[src/rtl/ac3ssr_pkg.sv]
// ---------------------------------------------------------------------------
// ac3ssr_pkg
// Shared types and constants of the AC-3 sync word search and repair block.
// ---------------------------------------------------------------------------
`timescale 1ns / 1ps
`default_nettype none

package ac3ssr_pkg;

    // sync word as it stands in a correctly ordered stream, and byte-swapped
    localparam logic [15:0] SYNC_CODE = 16'h0B77;
    localparam logic [15:0] SWAP_WORD = 16'h770B;

    // header checks
    localparam logic [12:0] MIN_FRAME_WORDS = 13'd7;
    localparam int unsigned MIN_REMAINING   = 7;

    // configuration register reset values
    localparam logic [12:0] MAX_WORDS_RST = 13'd3840;
    localparam logic [4:0]  MAX_SID_RST   = 5'd16;

    // configuration port geometry
    localparam int unsigned CFG_DATA_W = 13;

    // register indexes of the configuration port
    typedef enum logic [0:0] {
        CFG_MAX_WORDS = 1'b0,
        CFG_MAX_SID   = 1'b1
    } t_cfg_idx;

    // per packet verdict codes
    typedef enum logic [1:0] {
        V_ALIGNED = 2'd0,
        V_REALIGN = 2'd1,
        V_SWAP    = 2'd2,
        V_INVALID = 2'd3
    } t_verdict;

    // six byte search window, index 0 is the oldest byte
    typedef logic [5:0][7:0] t_window;

    // packet status handed to the verdict logic on the last byte
    typedef struct packed {
        logic        two_bytes;
        logic [15:0] lead_pair;
        logic        found;
    } t_pkt_status;

endpackage

`default_nettype wire

[src/rtl/ac3_sync_search_repair.sv]
// ---------------------------------------------------------------------------
// ac3_sync_search_repair
// AC-3 sync word check and repair verdict, one verdict per packet.
// ---------------------------------------------------------------------------
// Usage
//   Input channel (i_in_valid / o_in_stall) carries the bytes of a packet in
//   order, each with the packet length and a last-byte mark. Output channel
//   (o_out_valid / i_out_stall) carries one verdict and sync offset for each
//   packet, raised in the cycle after its last byte is taken.
//   Throughput is one byte per clock while the input is not stalled: each
//   byte shifts the six byte window register and the candidate header check
//   runs in the same cycle, so a byte can follow in every such cycle. The
//   verdict is held in the result register.
//   The result register parts the two channels: bytes keep flowing while a
//   verdict waits, and input is stalled only while a verdict is held and the
//   receiver stalls it.
//   Configuration writes (max frame words, max stream id) take effect at the
//   next edge; users must make them while no packet is in flight, unchecked.
//   Reset clears the packet state and the result valid flag, and loads the
//   configuration defaults of 3840 words and stream id 16. No clearing pass.
// ---------------------------------------------------------------------------
`timescale 1ns / 1ps
`default_nettype none

module ac3_sync_search_repair #(
    parameter int unsigned LENGTH_BITS = 16
) (
    input  logic                   i_clk,
    input  logic                   i_rst_n,
    // configuration write port
    input  logic                   i_cfg_we,
    input  ac3ssr_pkg::t_cfg_idx   i_cfg_index,
    input  logic [ac3ssr_pkg::CFG_DATA_W-1:0] i_cfg_data,
    // byte input channel
    input  logic                   i_in_valid,
    output logic                   o_in_stall,
    input  logic [7:0]             i_data_byte,
    input  logic [LENGTH_BITS-1:0] i_packet_length,
    input  logic                   i_last_byte,
    // verdict output channel
    output logic                   o_out_valid,
    input  logic                   i_out_stall,
    output logic [1:0]             o_verdict,
    output logic [15:0]            o_align_offset
);
    import ac3ssr_pkg::*;

    localparam logic [LENGTH_BITS-1:0] POS_MAX = {LENGTH_BITS{1'b1}};

    // configuration
    logic [12:0] r_max_words;
    logic [4:0]  r_max_sid;

    // packet state
    t_window                r_window,    n_window;
    logic [LENGTH_BITS-1:0] r_pos,       n_pos;
    logic [7:0]             r_lead_hi,   n_lead_hi;
    logic [7:0]             r_lead_lo,   n_lead_lo;
    logic                   r_found,     n_found;
    logic [LENGTH_BITS-1:0] r_found_off, n_found_off;

    // result register
    logic        r_out_valid;
    t_verdict    r_verdict;
    logic [15:0] r_align_offset;

    logic                   accept;
    logic                   cand_ok;
    logic [LENGTH_BITS-1:0] cand_off;
    t_pkt_status            status;
    t_verdict               verdict;
    logic [15:0]            align_offset;

    // handshake
    assign o_in_stall = r_out_valid && i_out_stall;
    assign accept     = i_in_valid && !o_in_stall;

    // configuration writes
    always_ff @(posedge i_clk) begin
        if (!i_rst_n) begin
            r_max_words <= MAX_WORDS_RST;
            r_max_sid   <= MAX_SID_RST;
        end else if (i_cfg_we) begin
            case (i_cfg_index)
                CFG_MAX_WORDS: r_max_words <= i_cfg_data[12:0];
                CFG_MAX_SID:   r_max_sid   <= i_cfg_data[4:0];
                default:       r_max_words <= r_max_words;
            endcase
        end
    end

    // candidate at the offset whose window the current byte completes
    assign n_window = {i_data_byte, r_window[5:1]};
    assign cand_off = r_pos - LENGTH_BITS'(5);

    ac3ssr_cand #(
        .LENGTH_BITS(LENGTH_BITS)
    ) u_cand (
        .i_window    (n_window),
        .i_offset    (cand_off),
        .i_length    (i_packet_length),
        .i_max_words (r_max_words),
        .i_max_sid   (r_max_sid),
        .o_ok        (cand_ok)
    );

    // state update for one byte
    always_comb begin
        n_lead_hi   = r_lead_hi;
        n_lead_lo   = r_lead_lo;
        n_found     = r_found;
        n_found_off = r_found_off;
        n_pos       = r_pos;
        if (r_pos == '0) begin
            n_lead_hi = i_data_byte;
        end
        if (r_pos == LENGTH_BITS'(1)) begin
            n_lead_lo = i_data_byte;
        end
        if ((r_pos >= LENGTH_BITS'(5)) && !r_found && cand_ok) begin
            n_found     = 1'b1;
            n_found_off = cand_off;
        end
        if (r_pos != POS_MAX) begin
            n_pos = r_pos + LENGTH_BITS'(1);
        end
    end

    // status seen by the verdict, including the current byte
    assign status.two_bytes = (r_pos >= LENGTH_BITS'(1)) &&
                              (i_packet_length >= LENGTH_BITS'(2));
    assign status.lead_pair = {n_lead_hi, n_lead_lo};
    assign status.found     = n_found;

    ac3ssr_verdict #(
        .LENGTH_BITS(LENGTH_BITS)
    ) u_verdict (
        .i_status       (status),
        .i_found_offset (n_found_off),
        .o_verdict      (verdict),
        .o_align_offset (align_offset)
    );

    // packet state registers, cleared after each verdict
    always_ff @(posedge i_clk) begin
        if (!i_rst_n) begin
            r_window    <= '0;
            r_pos       <= '0;
            r_lead_hi   <= '0;
            r_lead_lo   <= '0;
            r_found     <= 1'b0;
            r_found_off <= '0;
        end else if (accept) begin
            if (i_last_byte) begin
                r_window    <= '0;
                r_pos       <= '0;
                r_lead_hi   <= '0;
                r_lead_lo   <= '0;
                r_found     <= 1'b0;
                r_found_off <= '0;
            end else begin
                r_window    <= n_window;
                r_pos       <= n_pos;
                r_lead_hi   <= n_lead_hi;
                r_lead_lo   <= n_lead_lo;
                r_found     <= n_found;
                r_found_off <= n_found_off;
            end
        end
    end

    // result register valid
    always_ff @(posedge i_clk) begin
        if (!i_rst_n) begin
            r_out_valid <= 1'b0;
        end else if (accept && i_last_byte) begin
            r_out_valid <= 1'b1;
        end else if (!i_out_stall) begin
            r_out_valid <= 1'b0;
        end
    end

    // result register payload
    always_ff @(posedge i_clk) begin
        if (accept && i_last_byte) begin
            r_verdict      <= verdict;
            r_align_offset <= align_offset;
        end
    end

    assign o_out_valid    = r_out_valid;
    assign o_verdict      = r_verdict;
    assign o_align_offset = r_align_offset;

endmodule

`default_nettype wire

[src/rtl/ac3ssr_cand.sv]
// ---------------------------------------------------------------------------
// ac3ssr_cand
// Header check of one sync word candidate held in the six byte window.
// ---------------------------------------------------------------------------
`timescale 1ns / 1ps
`default_nettype none

module ac3ssr_cand #(
    parameter int unsigned LENGTH_BITS = 16
) (
    input  ac3ssr_pkg::t_window i_window,
    input  logic [LENGTH_BITS-1:0] i_offset,
    input  logic [LENGTH_BITS-1:0] i_length,
    input  logic [12:0]            i_max_words,
    input  logic [4:0]             i_max_sid,
    output logic                   o_ok
);
    import ac3ssr_pkg::*;

    // wide enough for offset plus twice a 13-bit size without overflow
    localparam int unsigned SUM_W = ((LENGTH_BITS > 14) ? LENGTH_BITS : 14) + 1;

    logic [12:0]        words;
    logic [4:0]         sid;
    logic               sync_hit;
    logic               size_ok;
    logic               sid_ok;
    logic               room_ok;
    logic               span_ok;
    logic [LENGTH_BITS:0] off_plus_min;
    logic [SUM_W-1:0]   off_plus_span;

    // size field as packed in the file, and the stream id
    assign words = {i_window[2][1:0], i_window[3], i_window[4][7:5]};
    assign sid   = i_window[5][7:3];

    assign sync_hit = ({i_window[0], i_window[1]} == SYNC_CODE);
    assign size_ok  = (words >= MIN_FRAME_WORDS) && (words <= i_max_words);
    assign sid_ok   = (sid <= i_max_sid);

    // remaining bytes from the candidate offset
    assign off_plus_min  = {1'b0, i_offset} + (LENGTH_BITS+1)'(MIN_REMAINING);
    assign room_ok       = (off_plus_min <= {1'b0, i_length});
    assign off_plus_span = SUM_W'(i_offset) + SUM_W'({words, 1'b0});
    assign span_ok       = (off_plus_span <= SUM_W'(i_length));

    assign o_ok = sync_hit && size_ok && sid_ok && room_ok && span_ok;

endmodule

`default_nettype wire

[src/rtl/ac3ssr_verdict.sv]
// ---------------------------------------------------------------------------
// ac3ssr_verdict
// Priority selection of the packet verdict and its sync offset.
// ---------------------------------------------------------------------------
`timescale 1ns / 1ps
`default_nettype none

module ac3ssr_verdict #(
    parameter int unsigned LENGTH_BITS = 16
) (
    input  ac3ssr_pkg::t_pkt_status i_status,
    input  logic [LENGTH_BITS-1:0]  i_found_offset,
    output ac3ssr_pkg::t_verdict    o_verdict,
    output logic [15:0]             o_align_offset
);
    import ac3ssr_pkg::*;

    logic [31:0] offset_wide;

    // offset brought to a fixed width, the low sixteen bits are reported
    assign offset_wide = 32'(i_found_offset);

    // aligned wins over a found candidate, which wins over byte-swap
    always_comb begin
        o_verdict      = V_INVALID;
        o_align_offset = 16'd0;
        if (i_status.two_bytes && (i_status.lead_pair == SYNC_CODE)) begin
            o_verdict = V_ALIGNED;
        end else if (i_status.found) begin
            o_verdict      = V_REALIGN;
            o_align_offset = offset_wide[15:0];
        end else if (i_status.two_bytes && (i_status.lead_pair == SWAP_WORD)) begin
            o_verdict = V_SWAP;
        end
    end

endmodule

`default_nettype wire

[config.mk]
export PLATFORM = sky130hd
export DESIGN_NAME = ac3_sync_search_repair
export DESIGN_NICKNAME = d
export VERILOG_FILES = /design/src/rtl/ac3ssr_pkg.sv /design/src/rtl/ac3_sync_search_repair.sv /design/src/rtl/ac3ssr_cand.sv /design/src/rtl/ac3ssr_verdict.sv
export SDC_FILE = /design/constraint.sdc
export NUM_CORES = 1
export LEC_CHECK = 0
export BUFFER_PORTS_ARGS = -buffer_cell sky130_fd_sc_hd__buf_2
export CORE_UTILIZATION = 30
export DETAILED_ROUTE_END_ITERATION = 16
export MAX_ROUTING_LAYER = met4
export SETUP_SLACK_MARGIN = 0.4
export SKIP_CTS_REPAIR_TIMING = 1
export SLEW_MARGIN = 20
export SYNTH_ARGS = -nofsm -noshare
export SYNTH_HDL_FRONTEND = slang
export SYNTH_SLANG_ARGS = --single-unit
[constraint.sdc]
create_clock -name i_clk -period 5.9 [get_ports i_clk]
set_input_delay 1.77 -clock i_clk [delete_from_list [all_inputs] [get_ports i_clk]]
set_output_delay 1.77 -clock i_clk [all_outputs]
set_load 0.005 [all_outputs]
* After elaboration in Yosys (flattened, before gate mapping)
Index checks and enable logic that the tools add are counted.
Widths: inputs -> output; s select.
** Word-level totals
- Flip-flop bits (word level) :: 126
- Input bits :: 44
- Logic and storage cells :: 73
** Operators by class
- Add/subtract/negate cells :: 4
- $lt $le $gt $ge :: 8
- Eq/ne operators :: 6
- Multiplexer cells :: 15
- Bitwise operators :: 2
- Reductions and logical operators :: 22
** Operator list (number)
- $mux 16 :: 4
- $mux 48 :: 1
- $le 17x16->1 :: 2
- $eq 16x12->1 const B :: 2
- $mux 8 :: 4
- $add 16x14->17 :: 1
- $add 16x3->17 const B :: 1
- $add 16x1->16 const B :: 1
- $eq 16x1->1 const B :: 1
- $eq 16x15->1 const B :: 1
- $ge 16x1->1 const B :: 1
- $ge 16x2->1 const B :: 1
- $ge 16x3->1 const B :: 1
- $logic_not 16->1 :: 1
- $ne 16x16->1 const B :: 1
- $sub 16x3->16 const B :: 1
- $ge 13x3->1 const B :: 1
- $le 13x13->1 :: 1
- $logic_and 1x1->1 :: 13
- $mux 1 :: 6
- $reduce_and 2->1 :: 3
- $le 5x5->1 :: 1
- $reduce_or 2->1 :: 2
- $logic_not 1->1 :: 2
- other kinds (3) :: 4

* Longest topological paths before layout
Gate-level depths: netlist of run 1.
- Depth after elaboration :: 10
- Gate-level depth with buffers :: 26
- Gate-level depth less buffers :: 23

* Cells and area by module
Synthesis of run 1 repeated with hierarchy kept, for this count alone.
** Unflattened totals
- Cells, all modules :: 952
- Area total of the unflattened synthesis :: 8036.5 um^2
** Modules (own cells, without submodules)
- ac3_sync_search_repair :: instances 1, cells an instance 606, area an instance 5579.1 um^2, seq. area each 2702.6 um^2
- ac3ssr_cand :: instances 1, cells an instance 297, area an instance 2172.1 um^2, seq. area each 0.0 um^2
- ac3ssr_verdict :: instances 1, cells an instance 49, area an instance 285.3 um^2, seq. area each 0.0 um^2

* Least setup slack after synthesis of run 1
No wires, ideal clock.
- Kind :: register to register
- Start :: register r_pos[0]
- End :: register r_align_offset[0], in the netlist o_align_offset[0], data pin
- Arrival :: 5.150 ns
- Required time :: 5.646 ns
- Path slack :: 0.495 ns
- Stages on the path, launching flop included :: 20
- Period minus slack after synthesis :: 5.405 ns
- Cells stage by stage :: dfxtp_1 clkbuf_1 inv_1 ha_1 nor2b_1 nor4_1 xor2_1 nand4_1 nor4_1 xnor2_1 ha_1 a2111o_1 a221oi_1 a211oi_1 or4b_2 or4b_1 buf_2 buf_4 mux2i_1 nor2_1
** On the way
- Longest elaborated chain between the ends :: 9
** RTL lines
- start, declared :: RTL line ac3_sync_search_repair.sv:56 : logic [LENGTH_BITS-1:0] r_pos, n_pos;
- start signal, assigned :: RTL line ac3_sync_search_repair.sv:163 : r_pos <= n_pos;
- $sub 16x3->16 :: RTL line ac3_sync_search_repair.sv:94 : assign cand_off = r_pos - LENGTH_BITS'(5);
- $add 16x3->17 :: RTL line ac3ssr_cand.sv:42 : assign off_plus_min = {1'b0, i_offset} + (LENGTH_BITS+1)'(MIN_REMAINING);
- $le 17x16->1 :: RTL line ac3ssr_cand.sv:43 : assign room_ok = (off_plus_min <= {1'b0, i_length});
- $logic_and 1x1->1 (2 in series) :: RTL line ac3ssr_cand.sv:47 : assign o_ok = sync_hit && size_ok && sid_ok && room_ok && span_ok;
- $logic_and 1x1->1 :: RTL line ac3_sync_search_repair.sv:120 : if ((r_pos >= LENGTH_BITS'(5)) && !r_found && cand_ok) begin
- $mux 1 :: RTL line ac3_sync_search_repair.sv:120
- $not 1->1 (no line)
- $reduce_or 2->1 (no line)
- end signal, assigned :: RTL line ac3_sync_search_repair.sv:187 : r_align_offset <= align_offset;
- end, declared :: RTL line ac3_sync_search_repair.sv:65 : logic [15:0] r_align_offset;
Parallel ways exist; a longest one is shown, timed or not.
A chain may end at the register's enable or synchronous reset.

* Worst setup path in the final report of run 1
- Start :: register r_pos[5]
- End :: register r_align_offset[15], in the netlist o_align_offset[15], data pin
The elaborated chain is that of the path after synthesis.

==> impl_metrics.xml, run 1 <==
<?xml version="1.0" encoding="UTF-8"?>
<metrics>
  <group name="global_routing">
    <metric name="grt.total_usage" unit="">0.182</metric>
    <metric name="grt_first_pass_wirelength" unit="mm">37.1</metric>
    <metric name="pin_count_of_the_biggest_net_entering_global_routing" unit="">62</metric>
    <metric name="number_of_global_route_vias_before_repair" unit="">7009</metric>
    <metric name="grt_remaining_overflow" unit="">0</metric>
    <metric name="grt_antenna_before_repair" unit="">0</metric>
  </group>
  <group name="timing">
    <metric name="report.final.setup_viol" unit="">0</metric>
    <metric name="fmax" unit="GHz">0.185</metric>
    <metric name="slew_violations" unit="">0</metric>
    <metric name="final.min_clock_period" unit="ns">5.40</metric>
    <metric name="final-hold-violation-count" unit="">0</metric>
    <metric name="min_period_over_period" unit="">0.915</metric>
    <metric name="timing.clock.skew" unit="ns">0.0259</metric>
    <metric name="fin_tns_setup" unit="ns">0</metric>
    <metric name="slew-limit-headroom" unit="">0.382</metric>
    <metric name="max_slew.worst_pin.slew" unit="ns">0.918</metric>
    <metric name="grt_setup_unrepaired" unit="">false</metric>
    <metric name="timing.final.ws_setup" unit="ns">0.504</metric>
  </group>
  <group name="clock_network">
    <metric name="cts.clk_slew.worst_paths" unit="ns">0.06</metric>
    <metric name="cts_root_buf" unit="">clkbuf_16</metric>
    <metric name="clkLatencyLatePin" unit="ns">0.44</metric>
    <metric name="htreeDepth" unit="">4</metric>
    <metric name="cts_buffer_depth" unit="">2</metric>
    <metric name="number_of_buffers_added_by_the_clock_tree_synthesis_step" unit="">17</metric>
    <metric name="clock_sink_count" unit="">126</metric>
    <metric name="tritoncts" unit="">built</metric>
  </group>
  <group name="floorplan">
    <metric name="initial_core_util" unit="">0.306</metric>
    <metric name="die-height" unit="um">165</metric>
    <metric name="std_cell_rows" unit="">59</metric>
    <metric name="design.portCount" unit="">64</metric>
    <metric name="die-area" unit="um2">27200</metric>
    <metric name="die_width" unit="um">165</metric>
    <metric name="core_area" unit="um2">26100</metric>
  </group>
  <group name="critical_path">
    <metric name="crit_path_max_fanout" unit="">44</metric>
    <metric name="critical_path.endpoint_type" unit="">flop</metric>
    <metric name="critPathLaunch" unit="">r_pos[5]</metric>
    <metric name="timing_worst_setup_path_type" unit="">flop to flop</metric>
    <metric name="nature_of_the_critical_path_startpoint" unit="">flop</metric>
    <metric name="worstPathRequired" unit="ns">6.09</metric>
    <metric name="worstPathArrival" unit="ns">5.58</metric>
    <metric name="r2r_start" unit="">r_pos[5]</metric>
  </group>
  <group name="drt">
    <metric name="routed_wire_length_per_instance" unit="um">16.7</metric>
    <metric name="finalWirelength" unit="mm">23.5</metric>
    <metric name="drtIter0Drc" unit="">615</metric>
    <metric name="first_pass_iters" unit="">5</metric>
    <metric name="antenna_left" unit="">0</metric>
    <metric name="route.detailed.vias_per_inst" unit="">5.31</metric>
    <metric name="detailroute.via_count" unit="">7467</metric>
    <metric name="post_route_drc_violation_count" unit="">0</metric>
  </group>
  <group name="cells_and_area">
    <metric name="most-common-layout-cells" unit="">nand2_1, dfxtp_1, a21oi_1</metric>
    <metric name="area_delta_synth_final" unit="%">19.1</metric>
    <metric name="design_area" unit="um2">9480</metric>
    <metric name="final_layout_size_suffix_gt1_frac" unit="">0.161</metric>
    <metric name="antenna_cells_inserted" unit="">0</metric>
    <metric name="nFillCells" unit="">2654</metric>
    <metric name="final_nets" unit="">1173</metric>
    <metric name="mostFrequentLayoutCell" unit="">nand2_1</metric>
  </group>
  <group name="synth">
    <metric name="yosys_register_bits" unit="">126</metric>
    <metric name="synth.yosys.seq_area_share" unit="">0.339</metric>
    <metric name="synth_warnings" unit="">0</metric>
    <metric name="yosys_most_used_dff" unit="">dfxtp_1</metric>
    <metric name="synth_fp_nets" unit="">1114</metric>
    <metric name="synthDominantAreaCellType" unit="">dfxtp_1</metric>
    <metric name="async_reset_ff_frac" unit="">0</metric>
    <metric name="post_synth_num_cell_types" unit="">63</metric>
    <metric name="netlist_area_before_placement" unit="um2">7960</metric>
    <metric name="synth_top_cells_by_area" unit="">dfxtp_1, ha_1, edfxtp_1</metric>
    <metric name="synthDominantCellAreaShare" unit="">0.271</metric>
    <metric name="synth_area_per_inst" unit="um2">7.97</metric>
    <metric name="synth_enable_flop_cells" unit="">18</metric>
    <metric name="postSynthCellCount" unit="">999</metric>
  </group>
  <group name="placed_design">
    <metric name="post-place-ws" unit="ns">0.245</metric>
    <metric name="placer_s_final_routability_congestion_estimate" unit="">0.919</metric>
    <metric name="placedInstanceArea" unit="um2">8670</metric>
    <metric name="buffer_ports.inserted" unit="">63</metric>
    <metric name="detailed_place_hpwl" unit="mm">17.0</metric>
  </group>
  <group name="power">
    <metric name="vdd_ir_drop_max" unit="V">0.000160</metric>
    <metric name="static-leakage-power" unit="nW">3.74</metric>
    <metric name="power" unit="mW">2.18</metric>
    <metric name="cell_area_power_density" unit="nW/um2">230</metric>
  </group>
  <group name="flow_run">
    <metric name="cap_viol_max_count" unit="">0</metric>
  </group>
  <group name="worst_hold_path">
    <metric name="hp-start" unit="">n_window[35]</metric>
    <metric name="min-delay-path-class" unit="">flop to flop</metric>
  </group>
  <group name="status">
    <metric name="outcome" unit="">finished clean</metric>
  </group>
</metrics>
synthesized netlist by cell type (16+ instances only):
| library cell | count |
|---|---|
| dfxtp_1 | 108 |
| o21ai_0 | 24 |
| clkbuf_1 | 35 |
| edfxtp_1 | 18 |
| nor4_1 | 16 |
| xnor2_1 | 35 |
| nand3_1 | 69 |
| and3_1 | 16 |
| a22oi_1 | 17 |
| nand2_1 | 126 |
| nand4_1 | 35 |
| a21oi_1 | 94 |
| inv_1 | 63 |
| ha_1 | 70 |
| nor2_1 | 80 |
| xor2_1 | 16 |
per-stage QoR:
step	instances	hold slack [ns]	utilization
finish	1405	0.449	0.364
floorplan	999	0.432	-
global route	1405	0.471	0.364
detailed placement	1370	0.444	0.333
CTS	1401	0.452	0.355
global placement	1370	0.438	0.333
sequential cells by signal, summed over array words and instances, names as in the netlist:
register        flops
n_window           40
o_align_offset     16
o_out_valid         1
o_verdict           2
r_found             1
r_found_off        16
r_lead_hi           8
r_lead_lo           8
r_max_sid           5
r_max_words        13
r_pos              16
cell families (layout without fill, tap and decap cells):
logic type	after synthesis	after routing	synth area share
flops	126	126	0.339
xor+xnor	51	51	0.0561
buf+inv	119	190	0.0603
simple gates	419	419	0.264
mux	3	3	0.00377
fa+ha+maj	71	71	0.112
compound gates	210	210	0.164
path summary, 6_finish.rpt:
check | to | slack [ns] | cells after the start
min reg2reg | n_window[35] | 0.45 | 2
max reg2reg | o_align_offset[15] | 0.50 | 15
max | o_align_offset[15] | 0.50 | 15
min | n_window[35] | 0.45 | 2
worst max-delay path, cell delays in order, from the launching register on:
cell	delay, ns
dfxtp_2	0.36
or4_4	0.64
nor4b_4	0.30
xor2_1	0.31
inv_1	0.15
nor4_2	0.33
xnor2_1	0.21
ha_1	0.32
a2111o_1	0.38
a221oi_1	0.27
a211oi_1	0.16
or4b_2	0.69
or4b_4	0.58
buf_12	0.21
mux2i_1	0.17
nor2_1	0.05
power breakdown:
group	total [mW]	switching, mW	internal, mW
Sequential	0.898	0.0101	0.888
Combinational	0.273	0.171	0.102
Clock	1.01	0.412	0.600
Total	2.18	0.592	1.59
layer usage:
layer	wire length [um]	GRT usage	part of all wire	up-vias
met2	10700	0.277	0.45	238
li1	-	-	-	3698
met4	637	0.0796	0.027	0
met5	0	-	0	-
met1	11000	0.238	0.47	3495
met3	1200	0.0246	0.051	36
layout make-up:
cell class | count | area [um2] | share of cell area
multi-input combinational | 754 | 4970 | 0.524
sequential | 126 | 2710 | 0.285
timing repair buffer | 96 | 579 | 0.0611
clock buffer | 21 | 493 | 0.0520
tap | 335 | 419 | 0.0442
inverter | 63 | 236 | 0.0249
clock inverter | 10 | 77.6 | 0.00818
(Power assumes the default switching activity.)
==> run 2: changes to the inputs <==
Clock period 5.9 ns to 4.8 ns, I/O delays scaled along.
==> impl_metrics.xml, run 2 (synthesis gave the netlist of run 1 again) <==
<?xml version="1.0" encoding="UTF-8"?>
<metrics>
  <group name="status">
    <metric name="outcome" unit="">finished, violations left</metric>
    <metric name="failed_checks" unit="">setup timing</metric>
  </group>
  <group name="global_routing">
    <metric name="number_of_global_route_vias_before_repair" unit="">7042</metric>
    <metric name="global_route.usage.met2" unit="">0.283</metric>
    <metric name="top_usage_layer" unit="">met2</metric>
    <metric name="grt_first_pass_wirelength" unit="mm">37.1</metric>
    <metric name="met1_usage" unit="">0.239</metric>
    <metric name="globalRouteMet3Util" unit="">0.0374</metric>
    <metric name="grt.total_usage" unit="">0.182</metric>
    <metric name="grt_remaining_overflow" unit="">0</metric>
    <metric name="pin_count_of_the_biggest_net_entering_global_routing" unit="">54</metric>
    <metric name="grt_antenna_before_repair" unit="">0</metric>
  </group>
  <group name="cells_and_area">
    <metric name="nFillCells" unit="">2626</metric>
    <metric name="area_delta_synth_final" unit="%">31.1</metric>
    <metric name="final_cell_count_no_fill" unit="">1489</metric>
    <metric name="multiInputGateArea" unit="um2">5230</metric>
    <metric name="design_area" unit="um2">10400</metric>
    <metric name="mostFrequentLayoutCell" unit="">nand2_1</metric>
    <metric name="largest_register_ffs" unit="">40</metric>
    <metric name="antenna_cells_inserted" unit="">0</metric>
    <metric name="sequential_cell_area" unit="um2">2700</metric>
    <metric name="final_layout_size_suffix_gt1_frac" unit="">0.256</metric>
    <metric name="most-common-layout-cells" unit="">nand2_1, dfxtp_1, buf_4</metric>
    <metric name="final_nets" unit="">1256</metric>
  </group>
  <group name="floorplan">
    <metric name="die-height" unit="um">165</metric>
    <metric name="design.portCount" unit="">64</metric>
    <metric name="core_area" unit="um2">26100</metric>
    <metric name="initial_core_util" unit="">0.306</metric>
    <metric name="die-area" unit="um2">27200</metric>
    <metric name="die_width" unit="um">165</metric>
    <metric name="std_cell_rows" unit="">59</metric>
  </group>
  <group name="worst_hold_path">
    <metric name="min-delay-path-class" unit="">flop to flop</metric>
  </group>
  <group name="placed_design">
    <metric name="dpl.cell_count" unit="">1446</metric>
    <metric name="detailed_place_hpwl" unit="mm">17.9</metric>
    <metric name="buffer_ports.inserted" unit="">63</metric>
    <metric name="placedInstanceArea" unit="um2">9400</metric>
    <metric name="post-place-ws" unit="ns">-0.395</metric>
    <metric name="placer_s_final_routability_congestion_estimate" unit="">0.876</metric>
  </group>
  <group name="drt">
    <metric name="routed_wire_length_per_instance" unit="um">16.4</metric>
    <metric name="antenna_left" unit="">0</metric>
    <metric name="detailroute.via_count" unit="">7716</metric>
    <metric name="post_route_drc_violation_count" unit="">0</metric>
    <metric name="finalWirelength" unit="mm">24.4</metric>
    <metric name="drtIter0Drc" unit="">581</metric>
    <metric name="route.detailed.vias_per_inst" unit="">5.18</metric>
    <metric name="first_pass_iters" unit="">5</metric>
  </group>
  <group name="clock_network">
    <metric name="tritoncts" unit="">built</metric>
    <metric name="clkLatencyLatePin" unit="ns">0.43</metric>
    <metric name="cts_root_buf" unit="">clkbuf_16</metric>
    <metric name="cts_buffer_depth" unit="">2</metric>
    <metric name="clock_sink_count" unit="">126</metric>
    <metric name="cts.clk_slew.worst_paths" unit="ns">0.06</metric>
    <metric name="htreeDepth" unit="">4</metric>
    <metric name="number_of_buffers_added_by_the_clock_tree_synthesis_step" unit="">17</metric>
  </group>
  <group name="timing">
    <metric name="timing.clock.skew" unit="ns">0.0132</metric>
    <metric name="max_slew.worst_pin.slew" unit="ns">0.962</metric>
    <metric name="min_period_over_period" unit="">1.05</metric>
    <metric name="grt_setup_unrepaired" unit="">true</metric>
    <metric name="final.min_clock_period" unit="ns">5.05</metric>
    <metric name="fmax" unit="GHz">0.198</metric>
    <metric name="report.final.setup_viol" unit="">35</metric>
    <metric name="slew-limit-headroom" unit="">0.357</metric>
    <metric name="slew_violations" unit="">0</metric>
    <metric name="final-hold-violation-count" unit="">0</metric>
    <metric name="timing.final.ws_setup" unit="ns">-0.250</metric>
  </group>
  <group name="power">
    <metric name="power_report.internal_total" unit="mW">1.99</metric>
    <metric name="vdd_ir_drop_max" unit="V">0.000154</metric>
    <metric name="clock_power_share" unit="">0.464</metric>
    <metric name="power.switching_fraction" unit="">0.275</metric>
    <metric name="static-leakage-power" unit="nW">4.19</metric>
    <metric name="power.share.sequential" unit="">0.401</metric>
    <metric name="cell_area_power_density" unit="nW/um2">263</metric>
    <metric name="p_switching" unit="mW">0.757</metric>
    <metric name="p_comb_frac" unit="">0.136</metric>
    <metric name="power" unit="mW">2.75</metric>
  </group>
  <group name="critical_path">
    <metric name="critical_path.endpoint_type" unit="">flop</metric>
    <metric name="crit_path_max_fanout" unit="">9</metric>
    <metric name="timing_worst_setup_path_type" unit="">flop to flop</metric>
    <metric name="nature_of_the_critical_path_startpoint" unit="">flop</metric>
    <metric name="r2r_setup_slack" unit="ns">-0.25</metric>
    <metric name="worstPathRequired" unit="ns">4.98</metric>
    <metric name="worstPathArrival" unit="ns">5.23</metric>
  </group>
  <group name="flow_run">
    <metric name="cap_viol_max_count" unit="">0</metric>
  </group>
</metrics>
run 2: layer usage:
metal	up-vias	share of wire
met5	-	0
met4	0	0.018
met3	31	0.046
met2	197	0.46
met1	3620	0.47
li1	3868	-
run 2: final timing paths:
kind / endpoint / depth (start not counted) / start
worst max-delay path: o_align_offset[6] / 21 / r_pos[7]
worst min-delay path: n_window[34] / 2 / n_window[34]
worst max register to register: o_align_offset[6] / 21 / r_pos[7]
worst min register to register: n_window[34] / 2 / n_window[34]
run 2: worst max-delay path: stages, from the launching register on:
cell      delay, ns
dfxtp_2        0.32
or4_4          0.57
or3_4          0.43
nor3_4         0.15
xnor2_2        0.20
ha_1           0.33
a21oi_2        0.17
a21oi_2        0.07
nor3b_2        0.17
a21oi_1        0.10
xnor2_1        0.13
ha_1           0.34
and3_1         0.23
a211oi_1       0.25
a31o_2         0.15
a31oi_2        0.04
nor2_1         0.13
or4b_4         0.52
buf_12         0.18
buf_4          0.17
nand2_1        0.09
a21oi_2        0.06
run 2: final cells by class:
type	instances	area share
sequential	126	0.259
clock inverter	13	0.0120
inverter	63	0.0226
timing repair buffer	178	0.123
multi-input combinational	755	0.500
tap	335	0.0401
clock buffer	19	0.0434
run 2: power groups by stage:
stage	sequential, mW	clock [mW]	combinational [mW]
finish	1.10	1.28	0.373
detailed placement	1.13	0	0.353
global placement	1.13	0	0.347
global route	1.10	1.35	0.415
floorplan	1.12	0	0.224
CTS	1.10	1.29	0.355
run 2: metrics by stage:
| step | setup TNS (ns) | util | hold WS [ns] |
|---|---|---|---|
| after floorplan | -2.74 | - | 0.432 |
| after global placement | -6.87 | 0.361 | 0.439 |
| after detailed placement | -10.05 | 0.361 | 0.444 |
| after CTS | -10.35 | 0.383 | 0.452 |
| after global routing | -13.64 | 0.401 | 0.482 |
| final | -6.54 | 0.401 | 0.450 |
==> run 3: changes to the inputs <==
Settings changed: CAP_MARGIN set to 10, GPL_ROUTABILITY_DRIVEN set to 0, REMOVE_ABC_BUFFERS set to 1.
==> impl_metrics.xml, run 3 (synthesis gave the netlist of run 1 again) <==
<?xml version="1.0" encoding="UTF-8"?>
<metrics>
  <group name="drt">
    <metric name="routed_wire_length_per_instance" unit="um">16.4</metric>
    <metric name="detailroute.via_count" unit="">7962</metric>
    <metric name="post_route_drc_violation_count" unit="">0</metric>
    <metric name="first_pass_iters" unit="">5</metric>
    <metric name="route.detailed.vias_per_inst" unit="">5.27</metric>
    <metric name="finalWirelength" unit="mm">24.8</metric>
    <metric name="drtIter0Drc" unit="">600</metric>
    <metric name="antenna_left" unit="">0</metric>
  </group>
  <group name="cells_and_area">
    <metric name="largest_register_ffs" unit="">40</metric>
    <metric name="mostFrequentLayoutCell" unit="">buf_4</metric>
    <metric name="final_layout_size_suffix_gt1_frac" unit="">0.275</metric>
    <metric name="most-common-layout-cells" unit="">buf_4, nand2_1, dfxtp_1</metric>
    <metric name="nFillCells" unit="">2612</metric>
    <metric name="final_nets" unit="">1279</metric>
    <metric name="design_area" unit="um2">10500</metric>
    <metric name="antenna_cells_inserted" unit="">0</metric>
    <metric name="area_delta_synth_final" unit="%">32.4</metric>
  </group>
  <group name="clock_network">
    <metric name="cts_root_buf" unit="">clkbuf_16</metric>
    <metric name="tritoncts" unit="">built</metric>
    <metric name="cts.clk_slew.worst_paths" unit="ns">0.06</metric>
    <metric name="clock_sink_count" unit="">126</metric>
    <metric name="number_of_buffers_added_by_the_clock_tree_synthesis_step" unit="">17</metric>
    <metric name="clkLatencyLatePin" unit="ns">0.42</metric>
    <metric name="cts_buffer_depth" unit="">2</metric>
    <metric name="htreeDepth" unit="">4</metric>
  </group>
  <group name="status">
    <metric name="outcome" unit="">finished, violations left</metric>
    <metric name="failed_checks" unit="">setup timing</metric>
  </group>
  <group name="critical_path">
    <metric name="r2r_setup_slack" unit="ns">-0.17</metric>
    <metric name="worstPathRequired" unit="ns">5.08</metric>
    <metric name="crit_path_max_fanout" unit="">8</metric>
    <metric name="worst_path_max_delay_cell" unit="">or4_4</metric>
    <metric name="nature_of_the_critical_path_startpoint" unit="">flop</metric>
    <metric name="critical_path.endpoint_type" unit="">flop</metric>
    <metric name="timing_worst_setup_path_type" unit="">flop to flop</metric>
    <metric name="critical_path.most_common_cell" unit="">a21oi_2</metric>
    <metric name="worst_path_largest_cell_delay" unit="ns">0.55</metric>
    <metric name="cp_cell_sequence" unit="">or4_4, or3_4, nor3_4, xnor2_2, ha_4, nand4_1, a21oi_2, a211oi_2, o21bai_1, xor2_1, ha_1, a21o_1, a2111oi_4, a31oi_2, nor2_1, or4b_4, buf_8, a21o_4, a21oi_2</metric>
    <metric name="critPathTopFamily" unit="">simple AND/OR/NAND/NOR gates</metric>
    <metric name="crit_buf_inv" unit="">1</metric>
    <metric name="worstPathArrival" unit="ns">5.25</metric>
  </group>
  <group name="power">
    <metric name="power.share.sequential" unit="">0.403</metric>
    <metric name="static-leakage-power" unit="nW">4.30</metric>
    <metric name="vdd_ir_drop_max" unit="V">0.000194</metric>
    <metric name="power.switching_fraction" unit="">0.292</metric>
    <metric name="clock_power_share" unit="">0.455</metric>
    <metric name="p_comb_frac" unit="">0.142</metric>
    <metric name="p_switching" unit="mW">0.799</metric>
    <metric name="cell_area_power_density" unit="nW/um2">260</metric>
    <metric name="power_report.internal_total" unit="mW">1.94</metric>
  </group>
  <group name="floorplan">
    <metric name="core_area" unit="um2">26100</metric>
    <metric name="design.portCount" unit="">64</metric>
    <metric name="std_cell_rows" unit="">59</metric>
    <metric name="die_width" unit="um">165</metric>
    <metric name="initial_core_util" unit="">0.306</metric>
    <metric name="die-height" unit="um">165</metric>
    <metric name="die-area" unit="um2">27200</metric>
  </group>
  <group name="timing">
    <metric name="slew_violations" unit="">0</metric>
    <metric name="final-hold-violation-count" unit="">0</metric>
    <metric name="report.final.setup_viol" unit="">33</metric>
    <metric name="final.min_clock_period" unit="ns">4.97</metric>
    <metric name="fin_tns_setup" unit="ns">-3.25</metric>
    <metric name="fmax" unit="GHz">0.201</metric>
    <metric name="slew-limit-headroom" unit="">0.295</metric>
    <metric name="max_slew.worst_pin.slew" unit="ns">1.06</metric>
    <metric name="min_period_over_period" unit="">1.04</metric>
    <metric name="grt_setup_unrepaired" unit="">true</metric>
    <metric name="timing.clock.skew" unit="ns">0.0116</metric>
    <metric name="timing.final.ws_setup" unit="ns">-0.170</metric>
  </group>
  <group name="placed_design">
    <metric name="detailed_place_hpwl" unit="mm">17.8</metric>
    <metric name="placedInstanceArea" unit="um2">9360</metric>
    <metric name="buffer_ports.inserted" unit="">63</metric>
  </group>
  <group name="global_routing">
    <metric name="top_usage_layer" unit="">met2</metric>
    <metric name="grt_antenna_before_repair" unit="">0</metric>
    <metric name="met1_usage" unit="">0.241</metric>
    <metric name="grt_remaining_overflow" unit="">0</metric>
    <metric name="pin_count_of_the_biggest_net_entering_global_routing" unit="">59</metric>
    <metric name="globalRouteMet3Util" unit="">0.0342</metric>
    <metric name="number_of_global_route_vias_before_repair" unit="">7184</metric>
    <metric name="global_route.usage.met2" unit="">0.287</metric>
    <metric name="grt.total_usage" unit="">0.184</metric>
    <metric name="grt_first_pass_wirelength" unit="mm">37.6</metric>
  </group>
  <group name="worst_hold_path">
    <metric name="min-delay-path-class" unit="">flop to flop</metric>
  </group>
  <group name="flow_run">
    <metric name="cap_viol_max_count" unit="">0</metric>
  </group>
</metrics>
-- run 3: cell count changes in the layout (fill, tap and decap cells not counted), sizes merged --
cell / previous run / this run
clkinv: 1 / 3
inv: 71 / 73
bufinv: 1 / 0
buf: 175 / 201
clkinvlp: 3 / 2
clkbuf: 22 / 17
-- run 3: area by class of cell --
type | count | area, um2 | share of cell area
flip-flops and latches | 126 | 2700 | 0.256
clock buffers | 17 | 425 | 0.0403
clock inverters | 15 | 141 | 0.0134
inverters | 63 | 236 | 0.0224
multi-input cells | 755 | 5230 | 0.496
well taps | 335 | 419 | 0.0398
repair buffers | 201 | 1390 | 0.132
-- run 3: final timing paths --
check	from	endpoint	cells after the start
hold / removal	n_window[34]	n_window[34]	2
hold reg to reg	n_window[34]	n_window[34]	2
setup / recovery	r_pos[7]	o_align_offset[7]	19
setup reg to reg	r_pos[7]	o_align_offset[7]	19
-- run 3: tightest hold or removal path, stage by stage (launching register included) --
cell and delay [ns]:
dfxtp_1 0.31, nand2_1 0.05, a21oi_1 0.05
-- run 3: per-stage QoR --
stage / std cells / utilization / worst slack [ns] / hold WS [ns] / total power [mW]
after floorplan: 943 / - / -0.954 / 0.432 / 1.32
after global placement: 1461 / 0.359 / -0.389 / 0.441 / 1.46
after detailed placement: 1461 / 0.359 / -0.538 / 0.444 / 1.46
after CTS: 1493 / 0.381 / -0.588 / 0.453 / 2.71
after global routing: 1512 / 0.405 / -0.402 / 0.478 / 2.85
final: 1512 / 0.405 / -0.170 / 0.453 / 2.74
-- run 3: routing by layer --
metal	vias up	wire, um
met3	38	1360
met4	0	629
met5	-	0
met1	3760	11500
li1	3905	-
met2	259	11400
-- run 3: power by group through the flow --
stage / sequential [mW] / combinational (mW) / clock, mW
after global routing: 1.11 / 0.429 / 1.31
after global placement: 1.13 / 0.331 / 0
after CTS: 1.10 / 0.340 / 1.26
final: 1.10 / 0.387 / 1.25
after detailed placement: 1.13 / 0.338 / 0
after floorplan: 1.13 / 0.199 / 0
